$ cat src/hw/rtl/lpsm_pkg.sv
// Shared types, constants and helpers for the line prefix and substring matcher.
`timescale 1ns / 1ps

package lpsm_pkg;

  // Line terminator byte codes
  localparam logic [7:0] NEWLINE_BYTE = 8'd10;
  localparam logic [7:0] NUL_BYTE     = 8'd0;

  // Window and pattern storage limits
  localparam int unsigned WINDOW_DEPTH = 16;
  localparam int unsigned CFG_DATA_W   = 64;
  localparam int unsigned CFG_INDEX_W  = 3;
  localparam int unsigned PAT_LEN_W    = 5;
  localparam int unsigned REPORT_W     = 16;

  // Configuration register indexes
  typedef enum logic [CFG_INDEX_W-1:0] {
    CFG_PREFIX_LOW       = 3'd0,
    CFG_PREFIX_HIGH      = 3'd1,
    CFG_PREFIX_LENGTH    = 3'd2,
    CFG_SUBSTRING_LOW    = 3'd3,
    CFG_SUBSTRING_HIGH   = 3'd4,
    CFG_SUBSTRING_LENGTH = 3'd5
  } cfg_reg_e;

  // Configuration register contents
  typedef struct packed {
    logic [CFG_DATA_W-1:0] prefix_low;
    logic [CFG_DATA_W-1:0] prefix_high;
    logic [PAT_LEN_W-1:0]  prefix_length;
    logic [CFG_DATA_W-1:0] substring_low;
    logic [CFG_DATA_W-1:0] substring_high;
    logic [PAT_LEN_W-1:0]  substring_length;
  } cfg_t;

  // One line result
  typedef struct packed {
    logic                prefix_hit;
    logic                substring_hit;
    logic [REPORT_W-1:0] line_length;
    logic                terminator_kind;
  } result_t;

  // Byte k of a 16-byte pattern held as two 64-bit halves
  function automatic logic [7:0] pattern_byte(input logic [CFG_DATA_W-1:0] lo,
                                              input logic [CFG_DATA_W-1:0] hi,
                                              input logic [3:0] k);
    logic [2*CFG_DATA_W-1:0] both;
    both = {hi, lo};
    return both[{k, 3'b000} +: 8];
  endfunction

endpackage

$ cat src/hw/rtl/lpsm_match_core.sv
// Per-line state (byte window, length count, match flags) and the match logic for one byte.
`timescale 1ns / 1ps

module lpsm_match_core #(
  parameter int unsigned PATTERN_MAX = 16,
  parameter int unsigned LENGTH_BITS = 16
) (
  input  logic                  clk_i,
  input  logic                  rst_ni,
  input  lpsm_pkg::cfg_t        cfg_i,
  input  logic [7:0]            data_byte_i,
  input  logic                  advance_i,
  output logic                  is_term_o,
  output lpsm_pkg::result_t     result_o
);

  localparam int unsigned EXT_W = (LENGTH_BITS > lpsm_pkg::REPORT_W) ?
                                  LENGTH_BITS : lpsm_pkg::REPORT_W;

  logic [PATTERN_MAX-1:0][7:0] win_q;
  logic [PATTERN_MAX-1:0][7:0] win_new;
  logic [LENGTH_BITS-1:0]      count_q;
  logic [LENGTH_BITS-1:0]      count_new;
  logic                        pok_q;
  logic                        pok_new;
  logic                        sfound_q;
  logic                        smatch;
  logic                        pcheck;
  logic                        plen_ok;
  logic                        slen_ok;
  logic [7:0]                  pbyte;
  logic [LENGTH_BITS:0]        count_plus;
  logic [EXT_W-1:0]            count_ext;
  logic [PATTERN_MAX-1:0]      pos_ok;

  assign is_term_o = (data_byte_i == lpsm_pkg::NEWLINE_BYTE) ||
                     (data_byte_i == lpsm_pkg::NUL_BYTE);

  // A pattern length is usable when nonzero and within the pattern storage
  assign plen_ok = (cfg_i.prefix_length != '0) &&
                   (cfg_i.prefix_length <= lpsm_pkg::PAT_LEN_W'(PATTERN_MAX));
  assign slen_ok = (cfg_i.substring_length != '0) &&
                   (cfg_i.substring_length <= lpsm_pkg::PAT_LEN_W'(PATTERN_MAX));

  // Prefix byte check at the current line position, terminator included
  assign pcheck = (count_q < LENGTH_BITS'(cfg_i.prefix_length)) &&
                  (count_q < LENGTH_BITS'(lpsm_pkg::WINDOW_DEPTH));
  assign pbyte  = lpsm_pkg::pattern_byte(cfg_i.prefix_low, cfg_i.prefix_high,
                                         count_q[3:0]);
  assign pok_new = pok_q && !(pcheck && (data_byte_i != pbyte));

  // Window after shifting in a body byte, newest at position 0
  for (genvar p = 0; p < PATTERN_MAX; p++) begin : g_win
    if (p == 0) begin : g_head
      assign win_new[p] = data_byte_i;
    end else begin : g_tail
      assign win_new[p] = win_q[p-1];
    end
  end

  // Saturating body length
  assign count_new = (count_q == '1) ? count_q : count_q + 1'b1;

  // Substring test: window position p holds pattern byte length-1-p
  always_comb begin
    logic [lpsm_pkg::PAT_LEN_W-1:0] sidx;
    for (int p = 0; p < PATTERN_MAX; p++) begin
      sidx = cfg_i.substring_length - lpsm_pkg::PAT_LEN_W'(1) -
             lpsm_pkg::PAT_LEN_W'(p);
      pos_ok[p] = (lpsm_pkg::PAT_LEN_W'(p) >= cfg_i.substring_length) ||
                  (win_new[p] == lpsm_pkg::pattern_byte(cfg_i.substring_low,
                                                        cfg_i.substring_high,
                                                        sidx[3:0]));
    end
  end

  assign smatch = slen_ok && (&pos_ok) &&
                  (count_new >= LENGTH_BITS'(cfg_i.substring_length));

  // Line result, valid when the byte is a terminator
  assign count_plus = {1'b0, count_q} + 1'b1;
  assign count_ext  = EXT_W'(count_q);

  always_comb begin
    result_o.prefix_hit    = pok_new && plen_ok &&
                             (count_plus >= (LENGTH_BITS + 1)'(cfg_i.prefix_length));
    result_o.substring_hit = sfound_q;
    result_o.line_length   = (count_ext > EXT_W'({lpsm_pkg::REPORT_W{1'b1}})) ?
                             {lpsm_pkg::REPORT_W{1'b1}} :
                             count_ext[lpsm_pkg::REPORT_W-1:0];
    result_o.terminator_kind = (data_byte_i == lpsm_pkg::NUL_BYTE);
  end

  // Line control state
  always_ff @(posedge clk_i or negedge rst_ni) begin
    if (!rst_ni) begin
      count_q  <= '0;
      pok_q    <= 1'b1;
      sfound_q <= 1'b0;
    end else if (advance_i) begin
      if (is_term_o) begin
        count_q  <= '0;
        pok_q    <= 1'b1;
        sfound_q <= 1'b0;
      end else begin
        count_q  <= count_new;
        pok_q    <= pok_new;
        sfound_q <= sfound_q | smatch;
      end
    end
  end

  // Byte window; stale bytes are never compared because of the length gate
  always_ff @(posedge clk_i) begin
    if (advance_i && !is_term_o) begin
      win_q <= win_new;
    end
  end

`ifndef SYNTHESIS
  a_term_clears: assert property (@(posedge clk_i) disable iff (!rst_ni)
    advance_i && is_term_o |=> (count_q == '0) && pok_q && !sfound_q)
    else $error("line state not cleared after terminator");

  a_count_steps: assert property (@(posedge clk_i) disable iff (!rst_ni)
    advance_i && !is_term_o && (count_q != '1) |=> count_q == $past(count_q) + 1'b1)
    else $error("line length did not advance by one");

  a_found_sticks: assert property (@(posedge clk_i) disable iff (!rst_ni)
    sfound_q && !(advance_i && is_term_o) |=> sfound_q)
    else $error("substring flag dropped inside a line");
`endif

endmodule

$ cat src/hw/rtl/line_prefix_substring_matcher_unit.sv
// Top level of the line prefix and substring matcher: handshakes, config registers, result register.
`timescale 1ns / 1ps

// Takes one text byte per transaction and, for every newline or NUL, returns one result with
// the prefix and substring hit flags, the saturated body length and the terminator kind.
// Bytes that are not terminators produce nothing. The block sustains one byte per cycle while no
// terminator is held back: a byte sits in the input register while the match logic updates the
// line state, and a terminator's result is then loaded into the output register. Input backpressure
// comes only from a terminator that finds the output register still full and not being taken.
// Configuration is written through the plain write port; the user must write it only while no byte is in flight.
module line_prefix_substring_matcher_unit #(
  parameter int unsigned PATTERN_MAX = 16,
  parameter int unsigned LENGTH_BITS = 16
) (
  input  logic                                 clk_i,
  input  logic                                 rst_ni,
  // configuration write port
  input  logic                                 cfg_we_i,
  input  logic [lpsm_pkg::CFG_INDEX_W-1:0]     cfg_index_i,
  input  logic [lpsm_pkg::CFG_DATA_W-1:0]      cfg_data_i,
  // byte input channel
  input  logic                                 in_valid_i,
  output logic                                 in_ready_o,
  input  logic [7:0]                           data_byte_i,
  // result output channel
  output logic                                 out_valid_o,
  input  logic                                 out_ready_i,
  output logic                                 prefix_hit_o,
  output logic                                 substring_hit_o,
  output logic [lpsm_pkg::REPORT_W-1:0]        line_length_o,
  output logic                                 terminator_kind_o
);

  lpsm_pkg::cfg_t    cfg_q;
  lpsm_pkg::result_t core_res;
  lpsm_pkg::result_t res_q;
  logic              s1_valid_q;
  logic [7:0]        s1_byte_q;
  logic              s1_term;
  logic              s1_adv;
  logic              out_free;
  logic              out_load;
  logic              out_valid_q;

  // Configuration registers
  always_ff @(posedge clk_i or negedge rst_ni) begin
    if (!rst_ni) begin
      cfg_q <= '0;
    end else if (cfg_we_i) begin
      case (lpsm_pkg::cfg_reg_e'(cfg_index_i))
        lpsm_pkg::CFG_PREFIX_LOW:       cfg_q.prefix_low       <= cfg_data_i;
        lpsm_pkg::CFG_PREFIX_HIGH:      cfg_q.prefix_high      <= cfg_data_i;
        lpsm_pkg::CFG_PREFIX_LENGTH:
          cfg_q.prefix_length <= cfg_data_i[lpsm_pkg::PAT_LEN_W-1:0];
        lpsm_pkg::CFG_SUBSTRING_LOW:    cfg_q.substring_low    <= cfg_data_i;
        lpsm_pkg::CFG_SUBSTRING_HIGH:   cfg_q.substring_high   <= cfg_data_i;
        lpsm_pkg::CFG_SUBSTRING_LENGTH:
          cfg_q.substring_length <= cfg_data_i[lpsm_pkg::PAT_LEN_W-1:0];
        default: ;
      endcase
    end
  end

  // Flow control: body bytes always move on, terminators need a free result slot
  assign out_free   = !out_valid_q || out_ready_i;
  assign s1_adv     = s1_valid_q && (!s1_term || out_free);
  assign out_load   = s1_adv && s1_term;
  assign in_ready_o = !s1_valid_q || s1_adv;

  // Input register
  always_ff @(posedge clk_i or negedge rst_ni) begin
    if (!rst_ni) begin
      s1_valid_q <= 1'b0;
    end else if (in_ready_o) begin
      s1_valid_q <= in_valid_i;
    end
  end

  always_ff @(posedge clk_i) begin
    if (in_valid_i && in_ready_o) begin
      s1_byte_q <= data_byte_i;
    end
  end

  lpsm_match_core #(
    .PATTERN_MAX (PATTERN_MAX),
    .LENGTH_BITS (LENGTH_BITS)
  ) u_core (
    .clk_i       (clk_i),
    .rst_ni      (rst_ni),
    .cfg_i       (cfg_q),
    .data_byte_i (s1_byte_q),
    .advance_i   (s1_adv),
    .is_term_o   (s1_term),
    .result_o    (core_res)
  );

  // Result register
  always_ff @(posedge clk_i or negedge rst_ni) begin
    if (!rst_ni) begin
      out_valid_q <= 1'b0;
    end else if (out_load) begin
      out_valid_q <= 1'b1;
    end else if (out_ready_i) begin
      out_valid_q <= 1'b0;
    end
  end

  always_ff @(posedge clk_i) begin
    if (out_load) begin
      res_q <= core_res;
    end
  end

  assign out_valid_o       = out_valid_q;
  assign prefix_hit_o      = res_q.prefix_hit;
  assign substring_hit_o   = res_q.substring_hit;
  assign line_length_o     = res_q.line_length;
  assign terminator_kind_o = res_q.terminator_kind;

`ifndef SYNTHESIS
  a_body_never_stalls: assert property (@(posedge clk_i) disable iff (!rst_ni)
    s1_valid_q && !s1_term |-> s1_adv)
    else $error("body byte held in input register");

  a_term_waits: assert property (@(posedge clk_i) disable iff (!rst_ni)
    s1_valid_q && s1_term && out_valid_q && !out_ready_i |-> !in_ready_o && !s1_adv)
    else $error("terminator advanced over an untaken result");

  a_result_from_term: assert property (@(posedge clk_i) disable iff (!rst_ni)
    out_valid_q && !$past(out_valid_q) |-> $past(s1_valid_q && s1_term))
    else $error("result appeared without a terminator");
`endif

endmodule

$ cat config.mk
export PLATFORM = sky130hd
export DESIGN_NAME = line_prefix_substring_matcher_unit
export DESIGN_NICKNAME = d
export VERILOG_FILES = /design/src/hw/rtl/lpsm_pkg.sv /design/src/hw/rtl/lpsm_match_core.sv /design/src/hw/rtl/line_prefix_substring_matcher_unit.sv
export SDC_FILE = /design/constraint.sdc
export NUM_CORES = 1
export LEC_CHECK = 0
export BUFFER_PORTS_ARGS = -buffer_cell sky130_fd_sc_hd__buf_4
export CORE_MARGIN = 8
export CORE_UTILIZATION = 55
export DETAILED_ROUTE_END_ITERATION = 8
export PLACE_DENSITY = 0.72
export SYNTH_ARGS = -nofsm -noshare
export SYNTH_HDL_FRONTEND = slang
export SYNTH_SLANG_ARGS = --single-unit
$ cat constraint.sdc
create_clock -name clk_i -period 8.3 [get_ports clk_i]
set_input_delay 1.66 -clock clk_i [delete_from_list [all_inputs] [get_ports clk_i]]
set_output_delay 1.66 -clock clk_i [all_outputs]
set_load 0.02 [all_outputs]
==> impl_metrics.json <==
{
  "status": "completed",
  "wl_per_cell_um": 29.9,
  "swShare_pct": 42.4,
  "reg2reg_depth": 14,
  "dp_worst_setup_slack_ps": 2550,
  "ys_ff_latch": 433,
  "gp_congestion": 1.01,
  "ys_async_sr_fraction_pct": 66.1,
  "clock_sinks": 433,
  "initial_core_util_pct": 55.6,
  "leakage_nw": 11.7,
  "viasPerCell": 6.64,
  "antenna_cells": 0,
  "syn2layout_area_growth_pct": 10.3,
  "worstSetupStartpointType": "flip-flop",
  "die_x_um": 233,
  "crit_cells": 14,
  "cts_resized": 0,
  "drt-total-wl_mm": 82.0,
  "synthTopCellsByArea": "dfrtp_1 28%, edfxtp_1 17%, mux2_2 16%",
  "ys_warn_count": 0,
  "cts_tree": "done",
  "grt_overflow": 0,
  "crit_start": "cfg_q[0]",
  "period_share_pct": 70.8,
  "synthesis.nets": 2152,
  "cp_max_fo": 42,
  "worst_slew_pin_slew_ps": 1390,
  "worst-setup-path-type": "reg -> reg",
  "syn_area_mm2": 0.0259,
  "netlist_instances": 2052,
  "die_h_um": 233,
  "synth-edff-count": 147,
  "hold_ws_ps": 480,
  "regToRegSetupSlack_ps": 2430,
  "p_comb_share_pct": 52.6,
  "rsz0062_at_grt": "false",
  "power_mw": 10.7,
  "crit_path_end": "u_core.sfound_q",
  "grt_use_total_pct": 30.0,
  "critPathTopFamily": "simple AND/OR/NAND/NOR gates",
  "critical_path_required_ps": 8800,
  "min_period_ps": 5870,
  "powerDensity_mw_per_mm2": 373,
  "worst_path_largest_cell_delay_ps": 1070,
  "path_buf_inv": 2,
  "final.setup.tns_ps": 0,
  "timing.rr.end": "u_core.sfound_q",
  "antenna_found_initial": 2,
  "drtIter0Drc": 1805,
  "cts.reportedPaths.clkPinSlew_ps": 70,
  "yosys.area.top_type": "dfrtp_1",
  "synthTopCellsByCount": "378 x mux2_2, 285 x dfrtp_1, 235 x mux2i_1",
  "grt_pass1_wl_mm": 120,
  "arrival_ps": 6370,
  "setup_viol": 0,
  "synth_top_area_share_pct": 27.5,
  "vias": 18200,
  "fin_util_pct": 61.4,
  "synth.distinct_cells": 83,
  "finalHoldViolations": 0,
  "seq_power_share_pct": 27.1,
  "rr_startpoint": "cfg_q[0]",
  "final_nets": 2204,
  "io_pins": 101,
  "cts_setup_buffers": 0,
  "drv_cap": 0,
  "p_int_mw": 6.15,
  "ys_seq_area_share_pct": 44.7,
  "ctsRootBufferMaster": "clkbuf_16",
  "synth.most_common_cell": "mux2_2",
  "grt_start_max_net_pins": 173,
  "drive_above_1_share_pct": 32.4,
  "fp.coreArea_mm2": 0.0466,
  "power.switching_mw": 4.52,
  "p_clk_share_pct": 20.3,
  "rows": 79,
  "cts_max_level": 2,
  "io_buffers": 100,
  "drc": 0,
  "synth_ff_type": "dfrtp_1",
  "syn_area_per_cell_um2": 12.6,
  "numCtsBuffers": 46,
  "hold_buffers": 0,
  "maxClockFrequency_mhz": 170,
  "clockBufferDepth": 3,
  "ant_nets": 0,
  "die_area_mm2": 0.0543,
  "grt_pass1_vias": 18000,
  "setup_ws_ps": 2430,
  "end_kind": "flip-flop",
  "fin_worst_skew_ps": 37.9,
  "relSlewSlack_pct": 7.34,
  "drtPass1Iterations": 8,
  "cp_cell_sequence": "inv_2 -> ha_1 -> xor2_4 -> buf_4 -> nand2_1 -> xor2_2 -> mux2i_1 -> xnor2_1 -> nor3_1 -> nand4_1 -> nor4_2 -> o22ai_1 -> or4_1 -> o31ai_2",
  "drv_slew": 0,
  "worstSkewPairLatency_ps": 620,
  "dp_hpwl_mm": 62.5,
  "crit_slowest_cell": "xor2_2",
  "peakVddDrop_v": 0.000229,
  "hold_path.class": "reg -> reg"
}
## kinds of logic after synthesis
logic type / share of synthesized area, %
and+or+nand+nor: 6.86
buffers and inverters: 3.10
DFF: 44.7
muxes: 32.3
xor gates and xnor gates: 5.43
adders and majority gates: 1.00
AOI/OAI and AO/OA: 6.66
## cell usage in the layout, fill, tap and decap left out, types with 7 or more instances in the layout
| cell type | synthesis | routed |
|---|---|---|
| a211o_1 | 8 | 8 |
| a211oi_1 | 12 | 12 |
| a21oi_1 | 47 | 47 |
| a221oi_1 | 10 | 10 |
| a22o_1 | 15 | 15 |
| a22oi_1 | 13 | 13 |
| a31oi_1 | 9 | 9 |
| and3_1 | 15 | 15 |
| buf_4 | 9 | 126 |
| clkbuf_1 | 54 | 7 |
| clkbuf_16 | 0 | 47 |
| dfrtp_1 | 285 | 283 |
| edfxtp_1 | 147 | 147 |
| ha_1 | 20 | 19 |
| inv_1 | 14 | 13 |
| mux2_2 | 378 | 378 |
| mux2i_1 | 235 | 235 |
| mux4_2 | 75 | 75 |
| nand2_1 | 121 | 121 |
| nand2b_1 | 12 | 12 |
| nand3_1 | 33 | 32 |
| nand4_1 | 19 | 19 |
| nor2_1 | 71 | 71 |
| nor2b_1 | 8 | 8 |
| nor3_1 | 26 | 25 |
| nor4_1 | 16 | 16 |
| o211ai_1 | 25 | 25 |
| o21ai_0 | 63 | 63 |
| o22ai_1 | 15 | 15 |
| or3_1 | 8 | 8 |
| xnor2_1 | 74 | 73 |
| xor2_1 | 64 | 64 |
## metal layers
metal  vias to the layer above  GRT usage, %  wire [µm]
met5                         -             0          0
met4                         0          14.8       4560
met3                       169          5.26       5920
met2                       761          45.1      36400
met1                      9399          41.8      35100
li1                       7896             -          -
## flip-flops by register name, indices dropped and copies added, names as in the netlist
signal / cells
prefix_hit_o: 1
u_core.sfound_q: 1
terminator_kind_o: 1
substring_hit_o: 1
s1_valid_q: 1
out_valid_o: 1
cfg_q: 266
line_length_o: 16
s1_byte_q: 8
u_core.pok_q: 1
u_core.count_ext: 16
u_core.win_new: 120
## power groups by stage
stage,Combinational (mW),Clock [mW],Sequential [mW]
after floorplan,4.04,0,2.77
after global placement,5.44,0,2.89
after detailed placement,5.50,0,2.92
after CTS,5.53,2.20,2.88
after global routing,5.92,2.27,2.93
final,5.62,2.17,2.89
## how the worst min path moves through the flow
| stage | startpoint | endpoint | cells past startpoint |
|---|---|---|---|
| after detailed placement | u_core.win_new[50] | u_core.win_new[58] | 0 |
| final | u_core.win_new[113] | u_core.win_new[121] | 0 |
| after global placement | u_core.win_new[114] | u_core.win_new[122] | 0 |
| after floorplan | u_core.count_ext[12] | line_length_o[12] | 0 |
| after CTS | u_core.win_new[113] | u_core.win_new[121] | 0 |
| after global routing | u_core.win_new[115] | u_core.win_new[123] | 0 |
## final cells by class
cell class / instances / area [µm²]
inverter: 16 / 62.6
multi-input combinational: 1478 / 13600
clock buffer: 58 / 1260
tap: 607 / 759
timing repair buffer: 129 / 1000
sequential: 433 / 11600
clock inverter: 25 / 339
fill: 3695 / 18000
## metrics by stage
stage	std cells	area (µm²)
3_3_place_gp	2663	27000
5_1_grt	2746	28600
2_1_floorplan	2052	25900
6_report	2746	28600
4_1_cts	2746	28600
3_5_place_dp	2663	27000
(Power assumes the default switching activity.)
